File: config.mk
export PLATFORM = sky130hd
export DESIGN_NAME = crc8_command_frame_deframer
export DESIGN_NICKNAME = d
export VERILOG_FILES = /design/src/rtl/cfd_pkg.sv /design/src/rtl/cfd_parser.sv /design/src/rtl/cfd_queue.sv /design/src/rtl/crc8_command_frame_deframer.sv
export SDC_FILE = /design/constraint.sdc
export NUM_CORES = 1
export LEC_CHECK = 0
export BUFFER_PORTS_ARGS = -buffer_cell sky130_fd_sc_hd__buf_2
export CELL_PAD_IN_SITES_DETAIL_PLACEMENT = 0
export CELL_PAD_IN_SITES_GLOBAL_PLACEMENT = 1
export CORE_MARGIN = 2
export CORE_UTILIZATION = 54
export CTS_BUF_LIST = sky130_fd_sc_hd__clkbuf_8 sky130_fd_sc_hd__clkbuf_16
export CTS_CLUSTER_SIZE = 10
export DETAILED_ROUTE_END_ITERATION = 8
export MAX_ROUTING_LAYER = met4
export PLACE_DENSITY = 0.91
export SLEW_MARGIN = 20
export SYNTH_ARGS = -nofsm -noshare
export SYNTH_HDL_FRONTEND = slang
export SYNTH_SLANG_ARGS = --single-unit
File: constraint.sdc
create_clock -name clk_i -period 15 [get_ports clk_i]
set_input_delay 1.5 -clock clk_i [delete_from_list [all_inputs] [get_ports clk_i]]
set_output_delay 1.5 -clock clk_i [all_outputs]
set_load 0.03 [all_outputs]
File: src/rtl/cfd_pkg.sv
// Shared types, constants and the CRC-8 step for the command frame deframer.
`default_nettype none
package cfd_pkg;

  localparam int unsigned QueueDepth = 2;
  localparam int unsigned QueuePtrW  = $clog2(QueueDepth);
  localparam int unsigned QueueCntW  = $clog2(QueueDepth + 1);

  localparam logic [7:0] IgnoreByte    = 8'hFF;
  localparam logic [7:0] CrcPoly       = 8'h07;
  localparam logic [7:0] HeaderFirstRst  = 8'h12;
  localparam logic [7:0] HeaderSecondRst = 8'h34;
  localparam logic [7:0] TypeRoute     = 8'h01;
  localparam logic [7:0] TypeStop      = 8'h04;
  localparam logic [7:0] LenRoute      = 8'd8;
  localparam logic [7:0] LenShort      = 8'd4;

  localparam logic CfgHeaderFirst  = 1'b0;
  localparam logic CfgHeaderSecond = 1'b1;

  typedef enum logic [1:0] {
    KindRoute   = 2'd0,
    KindVersion = 2'd1,
    KindPoll    = 2'd2,
    KindStop    = 2'd3
  } frame_kind_e;

  typedef enum logic [6:0] {
    PhHunt1  = 7'b0000001,
    PhHunt2  = 7'b0000010,
    PhType   = 7'b0000100,
    PhLenOk  = 7'b0001000,
    PhLenBad = 7'b0010000,
    PhData   = 7'b0100000,
    PhCrc    = 7'b1000000
  } phase_e;

  typedef struct packed {
    frame_kind_e kind;
    logic        crc_match;
    logic [31:0] word_first;
    logic [31:0] word_second;
  } frame_t;

  function automatic logic [7:0] crc8_step(input logic [7:0] crc, input logic [7:0] b);
    logic [7:0] c;
    c = crc ^ b;
    for (int k = 0; k < 8; k++) begin
      c = c[7] ? ((c << 1) ^ CrcPoly) : (c << 1);
    end
    return c;
  endfunction

endpackage
`default_nettype wire

File: src/rtl/cfd_parser.sv
// Front end: byte filter, header hunt, frame classification and CRC-8 check.
`default_nettype none
module cfd_parser (
  input  wire logic          clk_i,
  input  wire logic          rst_ni,
  input  wire logic          cfg_we_i,
  input  wire logic          cfg_idx_i,
  input  wire logic [7:0]    cfg_data_i,
  input  wire logic          rx_valid_i,
  output logic               rx_ready_o,
  input  wire logic [7:0]    rx_byte_i,
  input  wire logic          q_full_i,
  output logic               push_o,
  output cfd_pkg::frame_t    push_frame_o
);
  import cfd_pkg::*;

  logic [7:0]  hdr_first_q, hdr_second_q;
  phase_e      phase_q, phase_d;
  frame_kind_e kind_q, kind_d;
  logic [3:0]  left_q, left_d;
  logic [7:0]  crc_q, crc_d;
  logic [63:0] shift_q, shift_d;
  logic        act;
  logic [3:0]  left_dec;
  logic [7:0]  exp_len;

  // only a CRC byte needs queue space
  assign rx_ready_o = !q_full_i || (phase_q != PhCrc);
  assign act        = rx_valid_i && rx_ready_o && (rx_byte_i != IgnoreByte);
  assign left_dec   = left_q - 4'd1;
  assign exp_len    = (kind_q == KindRoute) ? LenRoute : LenShort;

  always_comb begin
    phase_d = phase_q;
    kind_d  = kind_q;
    left_d  = left_q;
    crc_d   = crc_q;
    shift_d = shift_q;
    push_o  = 1'b0;
    if (act) begin
      case (phase_q)
        PhHunt2: begin
          phase_d = (rx_byte_i != 8'd0 && rx_byte_i == hdr_second_q) ? PhType : PhHunt1;
        end
        PhType: begin
          if (rx_byte_i == 8'd0) begin
            phase_d = PhHunt1;
          end else if (rx_byte_i >= TypeRoute && rx_byte_i <= TypeStop) begin
            kind_d  = frame_kind_e'(rx_byte_i[1:0] - 2'd1);
            phase_d = PhLenOk;
          end else begin
            phase_d = PhLenBad;
          end
        end
        PhLenOk: begin
          if (rx_byte_i == exp_len) begin
            left_d  = exp_len[3:0];
            crc_d   = 8'd0;
            shift_d = 64'd0;
            phase_d = PhData;
          end else begin
            phase_d = PhHunt1;
          end
        end
        PhLenBad: phase_d = PhHunt1;
        PhData: begin
          crc_d   = crc8_step(crc_q, rx_byte_i);
          shift_d = {rx_byte_i, shift_q[63:8]};
          left_d  = left_dec;
          if (left_dec == 4'd0) begin
            phase_d = PhCrc;
          end
        end
        PhCrc: begin
          push_o  = 1'b1;
          phase_d = PhHunt1;
        end
        default: begin
          phase_d = (rx_byte_i != 8'd0 && rx_byte_i == hdr_first_q) ? PhHunt2 : PhHunt1;
        end
      endcase
    end
  end

  always_comb begin
    push_frame_o.kind      = kind_q;
    push_frame_o.crc_match = (rx_byte_i == crc_q);
    if (kind_q == KindRoute) begin
      push_frame_o.word_first  = shift_q[31:0];
      push_frame_o.word_second = shift_q[63:32];
    end else begin
      push_frame_o.word_first  = 32'd0;
      push_frame_o.word_second = 32'd0;
    end
  end

  always_ff @(posedge clk_i or negedge rst_ni) begin
    if (!rst_ni) begin
      hdr_first_q  <= HeaderFirstRst;
      hdr_second_q <= HeaderSecondRst;
      phase_q      <= PhHunt1;
      kind_q       <= KindRoute;
      left_q       <= 4'd0;
      crc_q        <= 8'd0;
      shift_q      <= 64'd0;
    end else begin
      if (cfg_we_i) begin
        if (cfg_idx_i == CfgHeaderFirst) begin
          hdr_first_q <= cfg_data_i;
        end else begin
          hdr_second_q <= cfg_data_i;
        end
      end
      phase_q <= phase_d;
      kind_q  <= kind_d;
      left_q  <= left_d;
      crc_q   <= crc_d;
      shift_q <= shift_d;
    end
  end

endmodule
`default_nettype wire

File: src/rtl/cfd_queue.sv
// Back end: short result queue whose head drives the result channel.
`default_nettype none
module cfd_queue (
  input  wire logic          clk_i,
  input  wire logic          rst_ni,
  input  wire logic          push_i,
  input  wire cfd_pkg::frame_t push_frame_i,
  output logic               full_o,
  output logic               out_valid_o,
  input  wire logic          out_ready_i,
  output cfd_pkg::frame_t    out_frame_o
);
  import cfd_pkg::*;

  frame_t                mem_q [QueueDepth];
  logic [QueuePtrW-1:0]  wr_ptr_q, rd_ptr_q;
  logic [QueueCntW-1:0]  count_q, count_d;
  logic                  pop;

  assign full_o      = (count_q == QueueCntW'(QueueDepth));
  assign out_valid_o = (count_q != '0);
  assign out_frame_o = mem_q[rd_ptr_q];
  assign pop         = out_valid_o && out_ready_i;

  always_comb begin
    count_d = count_q;
    if (push_i && !pop) begin
      count_d = count_q + QueueCntW'(1);
    end else if (pop && !push_i) begin
      count_d = count_q - QueueCntW'(1);
    end
  end

  always_ff @(posedge clk_i) begin
    if (push_i) begin
      mem_q[wr_ptr_q] <= push_frame_i;
    end
  end

  always_ff @(posedge clk_i or negedge rst_ni) begin
    if (!rst_ni) begin
      wr_ptr_q <= '0;
      rd_ptr_q <= '0;
      count_q  <= '0;
    end else begin
      if (push_i) begin
        wr_ptr_q <= (wr_ptr_q == QueuePtrW'(QueueDepth - 1)) ? '0 : wr_ptr_q + QueuePtrW'(1);
      end
      if (pop) begin
        rd_ptr_q <= (rd_ptr_q == QueuePtrW'(QueueDepth - 1)) ? '0 : rd_ptr_q + QueuePtrW'(1);
      end
      count_q <= count_d;
    end
  end

endmodule
`default_nettype wire

File: src/rtl/crc8_command_frame_deframer.sv
// Top level of the CRC-8 command frame deframer.
//
//   channel  dir  handshake                    payload
//   rx       in   rx_valid_i / rx_ready_o      rx_byte_i
//   frame    out  frame_valid_o / frame_ready_i frame_kind_o, crc_match_o,
//                                              route_word_first_o, route_word_second_o
//   cfg      in   cfg_we_i                     cfg_idx_i, cfg_data_i
//
// One byte per cycle while rx is not stalled; the parser state machine and CRC-8 step are combinational.
// A result is in the two-entry queue the cycle after its CRC byte is taken.
// rx stalls only on a CRC byte while the queue is full; other bytes flow on.
// Reset sets the headers to 0x12 / 0x34 and starts the hunt for the first header.
`default_nettype none
module crc8_command_frame_deframer (
  input  wire logic        clk_i,
  input  wire logic        rst_ni,
  input  wire logic        cfg_we_i,
  input  wire logic        cfg_idx_i,
  input  wire logic [7:0]  cfg_data_i,
  input  wire logic        rx_valid_i,
  output logic             rx_ready_o,
  input  wire logic [7:0]  rx_byte_i,
  output logic             frame_valid_o,
  input  wire logic        frame_ready_i,
  output logic [1:0]       frame_kind_o,
  output logic             crc_match_o,
  output logic [31:0]      route_word_first_o,
  output logic [31:0]      route_word_second_o
);
  import cfd_pkg::*;

  logic   push, q_full;
  frame_t push_frame, out_frame;

  cfd_parser u_parser (
    .clk_i        (clk_i),
    .rst_ni       (rst_ni),
    .cfg_we_i     (cfg_we_i),
    .cfg_idx_i    (cfg_idx_i),
    .cfg_data_i   (cfg_data_i),
    .rx_valid_i   (rx_valid_i),
    .rx_ready_o   (rx_ready_o),
    .rx_byte_i    (rx_byte_i),
    .q_full_i     (q_full),
    .push_o       (push),
    .push_frame_o (push_frame)
  );

  cfd_queue u_queue (
    .clk_i        (clk_i),
    .rst_ni       (rst_ni),
    .push_i       (push),
    .push_frame_i (push_frame),
    .full_o       (q_full),
    .out_valid_o  (frame_valid_o),
    .out_ready_i  (frame_ready_i),
    .out_frame_o  (out_frame)
  );

  assign frame_kind_o        = out_frame.kind;
  assign crc_match_o         = out_frame.crc_match;
  assign route_word_first_o  = out_frame.word_first;
  assign route_word_second_o = out_frame.word_second;

  a_no_push_when_full: assert property (@(posedge clk_i) disable iff (!rst_ni)
    push |-> !q_full) else $error("result pushed into full queue");

  a_ignore_no_result: assert property (@(posedge clk_i) disable iff (!rst_ni)
    (rx_valid_i && rx_ready_o && rx_byte_i == IgnoreByte) |-> !push)
    else $error("ignored byte produced a result");

  a_words_zero_non_route: assert property (@(posedge clk_i) disable iff (!rst_ni)
    (frame_valid_o && frame_kind_o != KindRoute) |->
      (route_word_first_o == 32'd0 && route_word_second_o == 32'd0))
    else $error("route words set on non-route frame");

endmodule
`default_nettype wire
# Word-level counts from Yosys, hierarchy flattened
# Memory sizes are Yosys's and may differ from the RTL's.
# Cells that the tools add are included.
# W data, S select, Z words.
# totals
register_bits	105
output_inout_bits	69
n_memories	1
ram_bits	134
# memory_table
name	depth	width	read_ports	rd_ports_with_merged_regs	write_ports	line_no	source
u_queue.mem_q	2	67	1	0	1	cfd_queue.sv:15	frame_t mem_q [QueueDepth];
# op_classes
eq_ne	15
add_sub_neg	6
n_lt_le_gt_ge	2
mux	31
bitwise	11
reduce_logical	25
# op_table
operator	n
$mux W64	2
$pmux W64 S2	1
$pmux W7 S5	1
$eq A8 B8 Y1	4
$mux W3	9
$not A3 Y3	8
$pmux W8 S2	1
$mux W7	2
$ge A8 B1 Y1 const B	1
$le A8 B3 Y1 const B	1
$logic_and A1 B1 Y1	8
$logic_not A8 Y1	1
$mux W4	2
$mux W8	1
$ne A8 B8 Y1 const B	1
$pmux W4 S2	1
$reduce_bool A8 Y1	1
$xor A8 B8 Y8	1
$eq A7 B2 Y1 const B	1
$eq A7 B3 Y1 const B	1
$eq A7 B4 Y1 const B	1
$eq A7 B5 Y1 const B	1
$eq A7 B6 Y1 const B	1
$eq A7 B7 Y1 const B	1
21 further kinds	38

# Depth between registers and ports, before layout
# depth
ltp_word	18
depth_mapped	10
mapped_depth_nobuf	9

# By module
# A second synthesis with hierarchy kept.
# hier_totals
hier_cells	665
area_unflattened_um2	10152.2
# by_module_without_submodules
module	cells_per_inst	area_each_um2	instances
cfd_queue	225	5114.9	1
cfd_parser	440	5037.3	1

# Least setup slack after synthesis
# OpenSTA, ideal clock, no wires.
# synth_path
kind	input port to flip-flop
start	input rx_byte_i[3]
end	memory u_queue.mem_q[0][0] (netlist name) (enable)
n_path_buf	2
path_stages	6
slack_ps	7508
t_arrival_ps	6917
cell_sequence	clkbuf_1 -> nand4_1 -> o21ai_1 -> or2_2 -> buf_2 -> nor3_1
# synth_via
elab_chain_len	5
# synth_lines
item	line_no	source
start, declared	crc8_command_frame_deframer.sv:22	input wire logic [7:0] rx_byte_i,
$ne A8 B8 Y1	cfd_parser.sv:30	assign act = rx_valid_i && rx_ready_o && (rx_byte_i != IgnoreByte);
$logic_and A1 B1 Y1	cfd_parser.sv:30	
$mux W1	cfd_parser.sv:41	if (act) begin
$mux W1	cfd_queue.sv:35	if (push_i) begin
$mux W1 (not written as such)	cfd_queue.sv:36	mem_q[wr_ptr_q] <= push_frame_i;
end, declared	cfd_queue.sv:15	
# No other way between the ends.

# Final worst setup path
# layout_path
start	register u_queue.rd_ptr_q
end	output frame_kind_o[0]
# layout_via
elab_chain_len	1
# layout_lines
item	line_no	source
start, declared	cfd_queue.sv:16	logic [QueuePtrW-1:0] wr_ptr_q, rd_ptr_q;
start signal, assigned	cfd_queue.sv:50	rd_ptr_q <= (rd_ptr_q == QueuePtrW'(QueueDepth - 1)) ? '0 : rd_ptr_q + QueuePtrW'(1);
$mem_v2 Z2 W67	n/a	
end, declared	crc8_command_frame_deframer.sv:25	output logic [1:0] frame_kind_o,
# No other way between the ends.

==> flow_summary.json <==
{
  "h-tree-depth": 1,
  "cts-root-buf": "clkbuf_16",
  "vdd.ir_drop.worst_v": 0.000113,
  "grt_usage_pct": 20.1,
  "die_width_um": 140,
  "ys_warn_count": 0,
  "finalPower_w": 0.00166,
  "crit_arrival_ns": 2.48,
  "async_flop_share_pct": 43.9,
  "grt_pass1_vias": 5878,
  "cts.repair.resized": 0,
  "wl_per_cell_um": 19.0,
  "drive_gt1_share_pct": 30.2,
  "synth.avg_cell_area_um2": 15.2,
  "cp_data_required_time_ns": 13.50,
  "r2r_end": "u_queue.mem_q[1][23]$_DFFE_PP_",
  "grt_start_max_net_pins": 75,
  "hold_path.class": "reg2reg",
  "whs_path_depth": 1,
  "dr.pass1.iters": 4,
  "hold_buffers": 0,
  "numCtsBuffers": 28,
  "die_h_um": 140,
  "drv_cap": 0,
  "synth_top_area_share_pct": 40.0,
  "yosys-mux-area-fraction_pct": 10.5,
  "synth.distinct_cells": 47,
  "synth-simple-area-share_pct": 7.70,
  "outcome": "completed",
  "clk_pin_slew_worst_paths_ns": 0.06,
  "cts_setup_buffers": 0,
  "cts_tree": "yes",
  "fillers": 1319,
  "ys_top_cells_by_area": "edfxtp_1, dfrtp_1, mux2_2",
  "p_leak_nw": 4.49,
  "ant_nets": 0,
  "crit_type": "reg2out",
  "gr-total-overflow": 0,
  "synth_xor_area_share_pct": 4.16,
  "final-instance-count-excl-fill": 997,
  "viasPerCell": 5.70,
  "io_buffers": 90,
  "antenna_found_initial": 0,
  "powerDensity_mw_per_mm2": 145,
  "hold_viol": 0,
  "synthesis.area_mm2": 0.0101,
  "clock_latency_ns": 0.55,
  "rrSetupSlack_ns": 12.17,
  "fin_skew_ns": 0.0272,
  "end_kind": "primary output",
  "cts_max_path_buffers": 3,
  "hold_end": "u_queue.count_q[1]$_DFFE_PN0P_",
  "numClockSinks": 239,
  "areaGrowthSynthToFinish_pct": 14.3,
  "final_cell_mix": "edfxtp_1, dfrtp_1, buf_2",
  "synth-compound-area-share_pct": 7.69,
  "slew_viol_final": 0,
  "ys_seq_area_share_pct": 66.2,
  "max_freq_ghz": 0.251,
  "drt_iter0_markers": 327,
  "finalSetupViolations": 0,
  "hpwl_um": 11700,
  "routed-via-count": 5681,
  "diodes": 0,
  "die-area_mm2": 0.0197,
  "dp_cells": 945,
  "fin_crit_sh_pct": 26.5,
  "cp-start-kind": "flip-flop",
  "drc_errors": 0,
  "rsz0062_at_grt": "no",
  "hp-start": "u_queue.count_q[1]$_DFFE_PN0P_",
  "nets": 777,
  "ios": 91,
  "core_mm2": 0.0181,
  "mostFrequentLayoutCell": "edfxtp_1",
  "worstMarginPinSlew_ns": 0.933,
  "fin_area_mm2": 0.0115,
  "routed_wl_um": 19000,
  "period_needed_ns": 3.98,
  "synth_fp_nets": 693,
  "place_area_mm2": 0.0106,
  "synthFlopType": "edfxtp_1",
  "ys_ff_latch": 239,
  "grt_pass1_wl_um": 30700,
  "synthAdderAreaFrac_pct": 0.996,
  "synth_top_area_cell": "edfxtp_1",
  "crit_path_max_fanout": 49,
  "gp_congestion": 0.852,
  "worstReg2RegStart": "u_parser.phase_q[0]$_DFFE_PN1P_",
  "synth-edff-count": 134,
  "reg2reg_depth": 6,
  "synth_top_family_by_area": "multiplexers",
  "netlist_instances": 663,
  "rows": 49,
  "slew_headroom_pct": 37.8,
  "start_util_pct": 55.6,
  "fin_setup_tns_ns": 0
}
-- worst max-delay path, cell delays in order (launching register included) --
cell and delay, ns:
dfrtp_2 0.66, buf_4 0.63, mux2_2 0.44, buf_2 0.19
-- metal layers --
layer  track usage, %  vias to the layer above  wire length [µm]
met5                -                        -                 0
met4             6.33                        0               615
met3             2.94                       48               744
met2             33.7                      137              9650
met1             25.5                     2867              7950
li1                 -                     2629                 -
-- stage by stage --
stage,hold WS (ns),setup slack [ns],util (%)
5_1_grt,0.515,10.90,63.5
3_3_place_gp,0.467,10.97,58.8
6_report,0.485,11.02,63.5
4_1_cts,0.495,11.00,63.4
3_5_place_dp,0.484,10.86,58.8
2_1_floorplan,0.447,7.51,-
-- area by class of cell --
| class | count | area, µm² | share of cell area, % |
|---|---|---|---|
| well taps | 229 | 287 | 2.49 |
| clock buffers | 29 | 714 | 6.22 |
| clock inverters | 22 | 114 | 0.991 |
| repair buffers | 97 | 526 | 4.57 |
| flip-flops and latches | 239 | 6660 | 58.0 |
| inverters | 14 | 52.6 | 0.457 |
| multi-input cells | 367 | 3140 | 27.3 |
-- Yosys cell counts (4+ instances only) --
| master | instances |
|---|---|
| ha_1 | 8 |
| clkbuf_1 | 26 |
| xnor2_1 | 14 |
| a211oi_1 | 6 |
| dfrtp_1 | 99 |
| inv_1 | 14 |
| xor2_1 | 26 |
| and2_1 | 68 |
| mux2_2 | 88 |
| nand3_1 | 8 |
| nor2_1 | 13 |
| buf_6 | 8 |
| a22o_1 | 68 |
| mux2i_1 | 6 |
| dfstp_2 | 6 |
| a21o_1 | 4 |
| buf_1 | 6 |
| nor3_1 | 8 |
| edfxtp_1 | 134 |
| nand2_1 | 7 |
| nor4_1 | 6 |
-- sequential cells by signal, summed over array words and instances, names as in the netlist --
register,count
u_queue.wr_ptr_q,1
u_parser.crc_q,8
u_queue.mem_q,134
u_parser.left_q,4
u_parser.hdr_first_q,8
u_parser.hdr_second_q,8
u_queue.count_q,2
u_queue.rd_ptr_q,1
u_parser.shift_q,64
u_parser.phase_q,7
u_parser.kind_q,2
-- where the power goes --
group | internal, W | total, W | switching [W]
sequential | 0.000709 | 0.000734 | 0.0000248
combinational | 0.000136 | 0.000336 | 0.000200
clock | 0.000342 | 0.000592 | 0.000250
total | 0.00119 | 0.00166 | 0.000475
-- how the worst max path moves through the flow --
stage | start | end | slack (ns) | cells past startpoint
floorplan | rx_byte_i[3] | u_queue.mem_q[0][0]$_DFFE_PP_ | 7.51 | 6
global placement | rx_byte_i[1] | u_queue.mem_q[1][34]$_DFFE_PP_ | 10.97 | 8
detailed placement | rx_byte_i[1] | u_queue.mem_q[1][34]$_DFFE_PP_ | 10.86 | 8
CTS | u_queue.rd_ptr_q$_DFFE_PN0P_ | frame_kind_o[1] | 11.00 | 3
global route | u_queue.rd_ptr_q$_DFFE_PN0P_ | frame_kind_o[0] | 10.90 | 3
finish | u_queue.rd_ptr_q$_DFFE_PN0P_ | frame_kind_o[0] | 11.02 | 3
-- cell families (layout without fill, tap and decap cells) --
logic type / Yosys count / in the layout
compound gates: 91 / 91
flops: 239 / 239
buf+inv: 57 / 162
fa+ha+maj: 8 / 8
mux: 94 / 94
simple gates: 131 / 131
xor+xnor: 43 / 43
Note: power is estimated with default switching activity, not from simulation.
